<file path="src/sv/afns_pkg.sv">
// Shared constants, types and the divider step for the aspect-fit scaler.
`default_nettype none

package afns_pkg;

    localparam int COORD_BITS = 12;
    localparam int IDX_W      = 2;
    localparam int IN_W       = ((2 * COORD_BITS + 7) / 8) * 8;
    localparam int OUT_W      = ((6 * COORD_BITS + 7) / 8) * 8;

    typedef logic [COORD_BITS-1:0]   t_coord;
    typedef logic [2*COORD_BITS-1:0] t_wide;

    localparam logic [IDX_W-1:0] REG_SRC_W = 2'd0;
    localparam logic [IDX_W-1:0] REG_SRC_H = 2'd1;
    localparam logic [IDX_W-1:0] REG_WIN_W = 2'd2;
    localparam logic [IDX_W-1:0] REG_WIN_H = 2'd3;

    typedef enum logic [1:0] {
        G_IDLE,
        G_MUL,
        G_DIV,
        G_FIN
    } t_gstate;

    // Geometry handed from the fitting unit to the pixel pipeline.
    typedef struct packed {
        t_coord sw;
        t_coord sh;
        t_coord fx;
        t_coord fy;
        t_coord fw;
        t_coord fh;
    } t_geom;

    typedef struct packed {
        t_coord rem;
        logic   q;
    } t_dstep;

    // One restoring-division step: shift in the next dividend bit, subtract if it fits.
    function automatic t_dstep div_step(input t_coord rem, input logic bit_in,
                                        input t_coord den);
        logic [COORD_BITS:0] t;
        t_dstep              s;
        t = {rem, bit_in};
        if (t >= {1'b0, den}) begin
            s.rem = COORD_BITS'(t - {1'b0, den});
            s.q   = 1'b1;
        end else begin
            s.rem = t[COORD_BITS-1:0];
            s.q   = 1'b0;
        end
        return s;
    endfunction

endpackage

`default_nettype wire

</file>
<file path="src/sv/afns_geom.sv">
// Configuration registers and the iterative unit that fits the letterbox rectangle.
`default_nettype none

module afns_geom
    import afns_pkg::*;
(
    input  wire logic             i_clk,
    input  wire logic             i_rst_n,
    input  wire logic             i_cfg_we,
    input  wire logic [IDX_W-1:0] i_cfg_index,
    input  wire t_coord           i_cfg_data,
    output t_geom                 o_geom,
    output logic                  o_busy
);

    localparam int CNT_W = $clog2(COORD_BITS);

    t_gstate r_state, n_state;
    t_coord  r_sw, r_sh, r_ww, r_wh;
    t_wide   r_pa, r_pb;
    t_coord  r_rem, r_lo, r_den, r_q;
    logic    r_wide;
    logic [CNT_W-1:0] r_cnt;
    t_geom   r_geom;
    t_dstep  w_step;

    always_ff @(posedge i_clk) begin
        if (!i_rst_n) begin
            r_state <= G_IDLE;
        end else begin
            r_state <= n_state;
        end
    end

    always_comb begin
        n_state = r_state;
        unique case (r_state)
            G_IDLE: n_state = G_IDLE;
            G_MUL:  n_state = G_DIV;
            G_DIV:  if (r_cnt == CNT_W'(COORD_BITS - 1)) n_state = G_FIN;
            G_FIN:  n_state = G_IDLE;
            default: n_state = G_IDLE;
        endcase
        if (i_cfg_we) n_state = G_MUL;
    end

    always_ff @(posedge i_clk) begin
        if (!i_rst_n) begin
            r_sw <= '0;
            r_sh <= '0;
            r_ww <= '0;
            r_wh <= '0;
        end else if (i_cfg_we) begin
            unique case (i_cfg_index)
                REG_SRC_W: r_sw <= i_cfg_data;
                REG_SRC_H: r_sh <= i_cfg_data;
                REG_WIN_W: r_ww <= i_cfg_data;
                REG_WIN_H: r_wh <= i_cfg_data;
                default:   r_sw <= r_sw;
            endcase
        end
    end

    assign w_step = div_step(r_rem, r_lo[COORD_BITS-1], r_den);

    always_ff @(posedge i_clk) begin
        unique case (r_state)
            G_MUL: begin
                r_pa  <= r_sw * r_wh;
                r_pb  <= r_ww * r_sh;
                r_cnt <= '0;
            end
            G_DIV: begin
                if (r_cnt == '0) begin
                    // The first G_DIV step only chooses the orientation and loads the divider.
                    r_wide <= (r_pa >= r_pb);
                    r_rem  <= (r_pa >= r_pb) ? r_pb[2*COORD_BITS-1:COORD_BITS]
                                             : r_pa[2*COORD_BITS-1:COORD_BITS];
                    r_lo   <= (r_pa >= r_pb) ? r_pb[COORD_BITS-1:0] : r_pa[COORD_BITS-1:0];
                    r_den  <= (r_pa >= r_pb) ? r_sw : r_sh;
                    r_q    <= '0;
                end else begin
                    r_rem <= w_step.rem;
                    r_lo  <= {r_lo[COORD_BITS-2:0], 1'b0};
                    r_q   <= {r_q[COORD_BITS-2:0], w_step.q};
                end
                r_cnt <= r_cnt + CNT_W'(1);
            end
            default: r_cnt <= r_cnt;
        endcase
    end

    // The loading step is counted by r_cnt like the divide steps, so the last divide step runs in G_FIN.
    t_coord w_qf;
    assign w_qf = {r_q[COORD_BITS-2:0], w_step.q};

    // The computed side is at least one pixel and never wider than the viewport.
    t_coord w_side2, w_fw2, w_fh2;
    assign w_side2 = (w_qf == '0) ? COORD_BITS'(1) : w_qf;
    assign w_fw2   = r_wide ? r_ww : ((w_side2 > r_ww) ? r_ww : w_side2);
    assign w_fh2   = r_wide ? ((w_side2 > r_wh) ? r_wh : w_side2) : r_wh;

    always_ff @(posedge i_clk) begin
        if (!i_rst_n) begin
            r_geom <= '0;
        end else if (r_state == G_FIN) begin
            r_geom.sw <= r_sw;
            r_geom.sh <= r_sh;
            if (r_sw == '0 || r_sh == '0 || r_ww == '0 || r_wh == '0) begin
                r_geom.fx <= '0;
                r_geom.fy <= '0;
                r_geom.fw <= '0;
                r_geom.fh <= '0;
            end else begin
                r_geom.fw <= w_fw2;
                r_geom.fh <= w_fh2;
                r_geom.fx <= COORD_BITS'((r_ww - w_fw2) >> 1);
                r_geom.fy <= COORD_BITS'((r_wh - w_fh2) >> 1);
            end
        end
    end

    assign o_geom = r_geom;
    assign o_busy = (r_state != G_IDLE);

endmodule

`default_nettype wire

</file>
<file path="src/sv/aspect_fit_nearest_scaler.sv">
// Top level of the aspect-fit nearest-neighbour scaler: pixel pipeline and ports.
`default_nettype none

// Channel  | Direction | Contents
// s_axis   | in        | tdata: pixel_x, pixel_y
// m_axis   | out       | tdata: source_col, source_row, fit_left, fit_top, fit_width,
//          |           |        fit_height; tuser: inside_res
// cfg      | in        | write enable, register index, data (no read-back)
//
// One pixel enters per clock while the pipeline has room and the fitting unit is
// idle, and passes COORD_BITS + 3 register stages; the length is set by the
// two restoring dividers that resolve one quotient bit per stage.
// After any register write the fitting unit recomputes the rectangle (G_MUL,
// G_DIV, G_FIN), and s_axis_tready stays low until it is idle again.
// Reset is synchronous and active low; it clears the configuration, the geometry and all valid bits.
// Each stage moves on when the next one is empty or moving, so a stalled output
// fills bubbles behind it and no request is lost or repeated.

module aspect_fit_nearest_scaler
    import afns_pkg::*;
(
    input  wire logic             i_clk,
    input  wire logic             i_rst_n,
    input  wire logic             i_cfg_we,
    input  wire logic [IDX_W-1:0] i_cfg_index,
    input  wire t_coord           i_cfg_data,
    input  wire logic             s_axis_tvalid,
    output logic                  s_axis_tready,
    input  wire logic [IN_W-1:0]  s_axis_tdata,  // pixel_x, pixel_y; any pad up to a whole byte is ignored
    output logic                  m_axis_tvalid,
    input  wire logic             m_axis_tready,
    output logic [OUT_W-1:0]      m_axis_tdata,  // col, row, left, top, width, height, zero pad to a byte
    output logic                  m_axis_tuser   // inside_res
);

    localparam int N  = COORD_BITS + 3;
    localparam int DL = COORD_BITS + 1;

    t_geom  w_geom;
    logic   w_busy;

    afns_geom u_geom (
        .i_clk       (i_clk),
        .i_rst_n     (i_rst_n),
        .i_cfg_we    (i_cfg_we),
        .i_cfg_index (i_cfg_index),
        .i_cfg_data  (i_cfg_data),
        .o_geom      (w_geom),
        .o_busy      (w_busy)
    );

    logic   r_v [N];
    logic   w_en [N];
    t_coord r_px, r_py;
    logic   r_in [1:DL];
    t_coord r_xrem [1:DL], r_xlo [1:DL], r_xq [1:DL];
    t_coord r_yrem [1:DL], r_ylo [1:DL], r_yq [1:DL];
    logic   r_oin;
    t_coord r_col, r_row;

    // A stage loads when it is empty or its content moves on this cycle.
    always_comb begin
        w_en[N-1] = !r_v[N-1] || m_axis_tready;
        for (int i = N - 2; i >= 0; i--) begin
            w_en[i] = !r_v[i] || w_en[i+1];
        end
    end

    assign s_axis_tready = w_en[0] && !w_busy;

    always_ff @(posedge i_clk) begin
        if (!i_rst_n) begin
            for (int i = 0; i < N; i++) r_v[i] <= 1'b0;
        end else begin
            if (w_en[0]) r_v[0] <= s_axis_tvalid && !w_busy;
            for (int i = 1; i < N; i++) begin
                if (w_en[i]) r_v[i] <= r_v[i-1];
            end
        end
    end

    // Input register.
    always_ff @(posedge i_clk) begin
        if (w_en[0]) begin
            r_px <= s_axis_tdata[COORD_BITS-1:0];
            r_py <= s_axis_tdata[2*COORD_BITS-1:COORD_BITS];
        end
    end

    // Stage one: rectangle test, offset into it and the product with the source size.
    logic   w_inx, w_iny, w_ins;
    t_coord w_dx, w_dy;
    t_wide  w_prx, w_pry;
    assign w_inx = (r_px >= w_geom.fx) &&
                   ({1'b0, r_px} < ({1'b0, w_geom.fx} + {1'b0, w_geom.fw}));
    assign w_iny = (r_py >= w_geom.fy) &&
                   ({1'b0, r_py} < ({1'b0, w_geom.fy} + {1'b0, w_geom.fh}));
    assign w_ins = w_inx && w_iny;
    assign w_dx  = r_px - w_geom.fx;
    assign w_dy  = r_py - w_geom.fy;
    assign w_prx = w_ins ? (w_dx * w_geom.sw) : '0;
    assign w_pry = w_ins ? (w_dy * w_geom.sh) : '0;

    always_ff @(posedge i_clk) begin
        if (w_en[1]) begin
            r_in[1]   <= w_ins;
            r_xrem[1] <= w_prx[2*COORD_BITS-1:COORD_BITS];
            r_xlo[1]  <= w_prx[COORD_BITS-1:0];
            r_xq[1]   <= '0;
            r_yrem[1] <= w_pry[2*COORD_BITS-1:COORD_BITS];
            r_ylo[1]  <= w_pry[COORD_BITS-1:0];
            r_yq[1]   <= '0;
        end
    end

    // One quotient bit per stage for each axis.
    for (genvar k = 2; k <= DL; k++) begin : g_div
        t_dstep w_sx, w_sy;
        assign w_sx = div_step(r_xrem[k-1], r_xlo[k-1][COORD_BITS-1], w_geom.fw);
        assign w_sy = div_step(r_yrem[k-1], r_ylo[k-1][COORD_BITS-1], w_geom.fh);
        always_ff @(posedge i_clk) begin
            if (w_en[k]) begin
                r_in[k]   <= r_in[k-1];
                r_xrem[k] <= w_sx.rem;
                r_xlo[k]  <= {r_xlo[k-1][COORD_BITS-2:0], 1'b0};
                r_xq[k]   <= {r_xq[k-1][COORD_BITS-2:0], w_sx.q};
                r_yrem[k] <= w_sy.rem;
                r_ylo[k]  <= {r_ylo[k-1][COORD_BITS-2:0], 1'b0};
                r_yq[k]   <= {r_yq[k-1][COORD_BITS-2:0], w_sy.q};
            end
        end
    end

    // Output register: clamp to the image and clear the indices outside the rectangle.
    always_ff @(posedge i_clk) begin
        if (w_en[N-1]) begin
            r_oin <= r_in[DL];
            r_col <= !r_in[DL] ? '0 :
                     (r_xq[DL] >= w_geom.sw) ? w_geom.sw - COORD_BITS'(1) : r_xq[DL];
            r_row <= !r_in[DL] ? '0 :
                     (r_yq[DL] >= w_geom.sh) ? w_geom.sh - COORD_BITS'(1) : r_yq[DL];
        end
    end

    // Geometry is read live, unchecked: the user keeps it steady with requests in flight.
    assign m_axis_tvalid = r_v[N-1];
    assign m_axis_tuser  = r_oin;
    assign m_axis_tdata  = OUT_W'({w_geom.fh, w_geom.fw, w_geom.fy, w_geom.fx, r_row, r_col});

    logic w_unused;
    assign w_unused = ^{s_axis_tdata, r_xrem[DL], r_yrem[DL], r_xlo[DL], r_ylo[DL]};

    a_busy_from_cfg: assert property (@(posedge i_clk) disable iff (!i_rst_n)
        $rose(w_busy) |-> $past(i_cfg_we))
        else $error("fitting unit started without a register write");

    a_outside_zero: assert property (@(posedge i_clk) disable iff (!i_rst_n)
        m_axis_tvalid && !m_axis_tuser |-> r_col == '0 && r_row == '0)
        else $error("indices not cleared outside the rectangle");

    a_inside_in_image: assert property (@(posedge i_clk) disable iff (!i_rst_n)
        m_axis_tvalid && m_axis_tuser |-> r_col < w_geom.sw && r_row < w_geom.sh)
        else $error("source index beyond the image");

    a_inside_nonempty: assert property (@(posedge i_clk) disable iff (!i_rst_n)
        m_axis_tvalid && m_axis_tuser |-> w_geom.fw != '0 && w_geom.fh != '0)
        else $error("pixel inside an empty rectangle");

endmodule

`default_nettype wire

</file>
<file path="config.mk">
export PLATFORM = sky130hd
export DESIGN_NAME = aspect_fit_nearest_scaler
export DESIGN_NICKNAME = d
export VERILOG_FILES = /design/src/sv/afns_pkg.sv /design/src/sv/afns_geom.sv /design/src/sv/aspect_fit_nearest_scaler.sv
export SDC_FILE = /design/constraint.sdc
export NUM_CORES = 2
export LEC_CHECK = 0
export ABC_AREA = 1
export BUFFER_PORTS_ARGS = -buffer_cell sky130_fd_sc_hd__buf_2
export CORE_ASPECT_RATIO = 2
export CORE_MARGIN = 2
export CORE_UTILIZATION = 40
export DETAILED_ROUTE_END_ITERATION = 8
export HOLD_SLACK_MARGIN = 0.06
export PLACE_DENSITY = 0.54
export SYNTH_ARGS = -nofsm -noshare
export SYNTH_HDL_FRONTEND = slang
export SYNTH_SLANG_ARGS = --single-unit
</file>
<file path="constraint.sdc">
create_clock -name i_clk -period 7.4 [get_ports i_clk]
set_input_delay 0 -clock i_clk [delete_from_list [all_inputs] [get_ports i_clk]]
set_output_delay 0 -clock i_clk [all_outputs]
set_load 0.005 [all_outputs]
</file>
# Word-level counts from Yosys, hierarchy flattened
# Memories as Yosys holds them, arrays and structs flattened.
# Index checks and enable logic that the tools add are counted.
totals:
  out_inout_bits: 75
  mem_count: 8
  word_cells: 305
  in_bits: 43
  mem_bits_rw: 964
  reg_bits: 271
op_classes:
  muxes: 118
  mul: 4
  n_bitwise: 16
  n_lt_le_gt_ge: 34
  n_addsub: 34
  n_reduce_logical: 56
  n_eq_ne: 9
mem_list:
  columns: ["name", "depth", "width", "rd", "rd_ports_with_merged_regs", "wr", "line", "source"]
  rows:
  - ["r_xlo", 13, 12, 12, 0, 13, "aspect_fit_nearest_scaler.sv:56", "t_coord r_xrem [1:DL], r_xlo [1:DL], r_xq [1:DL];"]
  - ["r_xq", 13, 12, 13, 0, 13, "aspect_fit_nearest_scaler.sv:56", null]
  - ["r_xrem", 13, 12, 12, 0, 13, "aspect_fit_nearest_scaler.sv:56", null]
  - ["r_ylo", 13, 12, 12, 0, 13, "aspect_fit_nearest_scaler.sv:57", "t_coord r_yrem [1:DL], r_ylo [1:DL], r_yq [1:DL];"]
  - ["r_yq", 13, 12, 13, 0, 13, "aspect_fit_nearest_scaler.sv:57", null]
  - ["r_yrem", 13, 12, 12, 0, 13, "aspect_fit_nearest_scaler.sv:57", null]
  - ["+2 memories", null, null, null, null, null, null, null]
op_table:
  columns: ["operator", "n"]
  rows:
  - ["$sub A12 B12 Y12", 29]
  - ["$ge A13 B12 Y1", 25]
  - ["$mux W13", 25]
  - ["$mux W12", 12]
  - ["$mul A12 B12 Y24", 4]
  - ["$mux W1", 75]
  - ["$logic_not A12 Y1", 5]
  - ["$ge A12 B12 Y1", 4]
  - ["$mux W24", 2]
  - ["$mux W47", 1]
  - ["$add A12 B12 Y13", 2]
  - ["$lt A12 B13 Y1", 2]
  - ["$ge A24 B24 Y1", 1]
  - ["$gt A12 B12 Y1", 2]
  - ["$sub A12 B1 Y12 const B", 2]
  - ["$logic_or A1 B1 Y1", 18]
  - ["$logic_not A1 Y1", 16]
  - ["$or A1 B1 Y1", 15]
  - ["$reduce_and A2 Y1", 5]
  - ["$eq A2 B2 Y1 const B", 4]
  - ["$pmux W4 S2", 1]
  - ["$pmux W2 S3", 1]
  - ["$logic_and A1 B1 Y1", 5]
  - ["$add A4 B1 Y4 const B", 1]
  - ["10 further kinds", 14]

# Longest topological paths before layout
# An unclocked memory read counts as a cell.
depth:
  ltp_word: 21
  ltp_mapped: 37
  ltp_nobuf: 37

# Hierarchy
# Synthesis repeated with hierarchy kept, for this count alone.
hier_totals:
  hier_cells: 7724
  hier_area_um2: 69827.0
modules_own_cells:
  columns: ["module", "seq_area_each_um2", "n_inst", "cells_each", "area_each_um2"]
  rows:
  - ["aspect_fit_nearest_scaler", 20319.5, 1, 5178, 49244.7]
  - ["afns_geom", 5405.2, 1, 2546, 20582.2]

# Worst setup path after synthesis
# No wires, ideal clock.
synth_timing:
  path_type: "register to register"
  start: "register r_py[0]"
  end: "register r_yrem[0][16] (netlist name)"
  slack_ns: 1.062
  t_arrival_ns: 6.086
  period_less_slack_ns: 6.338
  setup_time_ns: 0.252
  stages_incl_launch_ff: 32
  n_path_buf: 0
  required_ns: 7.148
  cell_sequence: "edfxtp_1 inv_1 ha_1 fa_1 inv_1 nand2_1 nand2_1 a21oi_1 o21ai_1 inv_1 o21a_1 or2_2 nand2_1 clkinv_1 nand2_1 fa_1 fa_1 inv_1 fa_1 inv_1 fa_1 inv_1 fa_1 ha_1 a21oi_1 o21ai_0 a21o_1 a31oi_1 o21ai_0 xor2_1 inv_1 nor2_1"
synth_lines:
  columns: ["item", "line", "source"]
  rows:
  - ["start: declaration", "aspect_fit_nearest_scaler.sv:54", "t_coord r_px, r_py;"]
  - ["start signal: assignment", "aspect_fit_nearest_scaler.sv:86", "r_py <= s_axis_tdata[2*COORD_BITS-1:COORD_BITS];"]

==> results.yml <==
run_status:
  status: "finished clean"
placement:
  number_of_port_buffers: 115
  placement.cell_area_mm2: 0.07159
  detailedPlacementHpwl_um: 147100
  dp_cells: 9753
  gp_congestion: 0.9042
floorplanning:
  die_width_um: 296.8
  core-area_mm2: 0.1708
  floorplan.initialDensity_pct: 40.15
  io_pins: 118
  rows: 215
  die_h_um: 589.6
  die_area_mm2: 0.1750
pwr:
  leakage_nw: 34.98
  power_mw: 19.08
  worst_vdd_rail_ir_drop_uv: 287.1
  p_per_area_mw_per_mm2: 252.2
yosys:
  ys_flop_type: "sky130_fd_sc_hd__edfxtp_1"
  synth.most_common_cell: "sky130_fd_sc_hd__nand2_1"
  netlist_instances: 7514
  yosysTopAreaCellShare_pct: 33.98
  mean_instance_size_in_the_synthesized_netlist_um2: 9.126
  yosysTopAreaCell: "sky130_fd_sc_hd__edfxtp_1"
  ys_top_cells_by_count: "1544 x sky130_fd_sc_hd__nand2_1, 1165 x sky130_fd_sc_hd__inv_1, 776 x sky130_fd_sc_hd__edfxtp_1, 713 x sky130_fd_sc_hd__ha_1, 561 x sky130_fd_sc_hd__a21oi_1"
  synth.ff_latch_count: 897
  share_of_async_settable_or_async_resettable_flops_after_synthesis_pct: 0
  synth_sequential_area_ratio_pct: 37.51
  yosys_warnings: 0
  synth-edff-count: 776
  netlist-cell-type-count: 57
  netlist_top_cells_area: "sky130_fd_sc_hd__edfxtp_1 34%, sky130_fd_sc_hd__ha_1 13%, sky130_fd_sc_hd__fa_1 13%"
  mappedNetlistArea_mm2: 0.06858
finish:
  post-route-cell-area_mm2: 0.07566
  area_growth_syn_to_layout_pct: 10.33
  fillers: 16720
  share_of_post_route_cells_with_drive_strength_above_1_pct: 5.568
  final_cells: 10000
  fin_nets: 8831
cts:
  cts_tree: "built"
  cts.clk_slew.worst_paths_ns: 0.07
  numCtsBuffers: 89
  cts.root.buffer_cell: "sky130_fd_sc_hd__clkbuf_16"
  clock_latency_ns: 0.75
  clkSinkCount: 897
  max-clock-path-buffers: 3
  htree_num_levels: 3
sta:
  finClkSkew_ns: 0.08083
  setup_viol: 0
  timing_worst_slew_pin_value_ns: 1.204
  layout_min_cycle_time_ns: 6.858
  finalHoldViolations: 0
  finalSetupTns_ns: 0
  timing.slew.headroom_pct: 19.41
  period_utilization_post_route_pct: 92.67
  hold_ws_ns: 0.1134
  timing.final.max_slew_violations: 0
  maxClockFrequency_ghz: 0.1458
  grt_setup_unrepaired: "no"
route:
  route.detailed.drc: 0
  routed_via_density: 5.174
  drt-wirelength-per-cell_um: 19.46
  wl_um: 194600
  ant_nets: 0
  drt-pass1-iter-count: 8
  drt_iter0_drc: 3565
  detailroute.via_count: 51770
global_route:
  globalRouteOverflowTotal: 0
  antenna_found_initial: 9
  via_count_of_the_first_global_routing_pass: 51790
  grt_util_all_layers_pct: 22.33
  grt_max_degree: 73
  grt_pass1_wl_um: 302600
critical_path:
  worstPathArrival_ns: 7.44
  crit_path_end_kind: "register"
  reg2reg_depth: 32
  critPathMostFrequentCell: "sky130_fd_sc_hd__inv_1"
  cp_slowest_cell: "sky130_fd_sc_hd__fa_1"
  path_class: "register to register"
  maximum_fanout_encountered_on_the_critical_timing_path: 10
  worst_setup_path_start_kind: "register"
  critPathRequiredTime_ns: 7.98
  max_stage_delay_ns: 0.53
worst_hold_path:
  min_path_type: "input port to register"
  min_delay_path_depth: 2
flow_run:
  maxCapViolations: 0
==> state kept, by name, indices dropped and copies added, names as in the netlist, 15 cells and up <==
register	count
r_yq	78
u_geom.o_geom	70
r_xq	78
u_geom.r_pa	24
r_v	15
r_xrem	144
r_xlo	78
u_geom.r_pb	24
r_ylo	78
r_yrem	144
==> what timing repair did <==
action / in CTS / in global routing
setup buffers: 0 / 2
gates resized for setup: 0 / 5
endpoints found under the hold margin: 100 / 0
setup endpoints to repair: 0 / 3
hold buffers: 77 / 0
==> worst paths after layout <==
check,end,slack [ns],startpoint
max reg2reg,r_xrem[0][19]$_SDFFCE_PN0P_,0.54,r_px[0]$_DFFE_PN_
min reg2reg,r_ylo[0][45]$_DFFE_PP_,0.38,r_ylo[0][32]$_DFFE_PP_
max,r_xrem[0][19]$_SDFFCE_PN0P_,0.54,r_px[0]$_DFFE_PN_
min,r_px[11]$_DFFE_PN_,0.11,s_axis_tdata[11]
==> worst max-delay path, delay by kind of cell (launching register included) <==
family	cells	cell delay [ns]
xor+xnor	1	0.14
buf+inv	9	0.81
flops	1	0.37
compound gates	5	0.77
simple gates	9	1.23
fa+ha+maj	8	3.38
==> cell type report <==
| cell class | count | area [um2] | area share, % |
|---|---|---|---|
| multi-input combinational | 5188 | 37310 | 49.32 |
| sequential | 897 | 25730 | 34.00 |
| inverter | 1185 | 4458 | 5.892 |
| tap | 2278 | 2850 | 3.767 |
| clock buffer | 100 | 2341 | 3.094 |
| timing repair buffer | 284 | 2039 | 2.696 |
| clock inverter | 68 | 914.6 | 1.209 |
| antenna | 3 | 7.507 | 0.009923 |
| timing repair inverter | 1 | 5.005 | 0.006615 |
==> cell usage in the layout (no fill, tap or decap), drive strengths merged, types with 17 or more instances in the layout <==
master,Yosys,final
inv,1172,1186
ha,713,713
a21oi,561,561
o22ai,19,19
edfxtp,776,776
a21o,22,22
nand2,1553,1553
o311ai,17,17
nand4,69,69
clkbuf,172,100
o211ai,38,38
xor2,203,203
o21ai,471,471
a31oi,39,39
nor4,32,32
o31ai,24,24
nor3,79,79
nor2,535,535
xnor2,121,121
a211oi,21,21
nand3,129,129
dlygate4sd3,0,77
fa,429,429
dfxtp,121,121
or2,25,25
clkinv,13,48
buf,73,207
o21a,26,26
==> power by group <==
| part | switching, mW | total (mW) | leakage (nW) | internal [mW] |
|---|---|---|---|---|
| clock | 2.29 | 5.07 | 1.58 | 2.78 |
| sequential | 0.606 | 7.45 | 9.41 | 6.84 |
| combinational | 4.03 | 6.56 | 24.0 | 2.53 |
==> cell families after synthesis <==
| logic type | Yosys count | share of synthesized area [%] |
|---|---|---|
| buffers and inverters | 1430 | 8.130 |
| adder cells (fa/ha/maj) | 1142 | 25.53 |
| XOR/XNOR | 324 | 4.138 |
| other | 1 | 0.005468 |
| AND/OR/NAND/NOR | 2432 | 14.35 |
| AO/OA/AOI/OAI | 1288 | 10.33 |
| flip-flops | 897 | 37.51 |
==> per-layer routing <==
metal  track usage [%]  vias up  part of all wire, %
met5                 0        -                    0
met1             31.20    24980                   45
met4             7.252        0                  3.4
li1                  -    25090                    -
met2             35.76     1436                   45
met3             3.052      264                  6.4
==> through the flow <==
stage / util, % / worst slack, ns
final: 44.29 / 0.5423
after global routing: 44.29 / 0.002976
after CTS: 44.27 / 0.4001
after detailed placement: 41.91 / 0.4073
after global placement: 41.91 / 0.4915
after floorplan: - / 1.062
No activity file was read; power rests on OpenSTA's default activity.
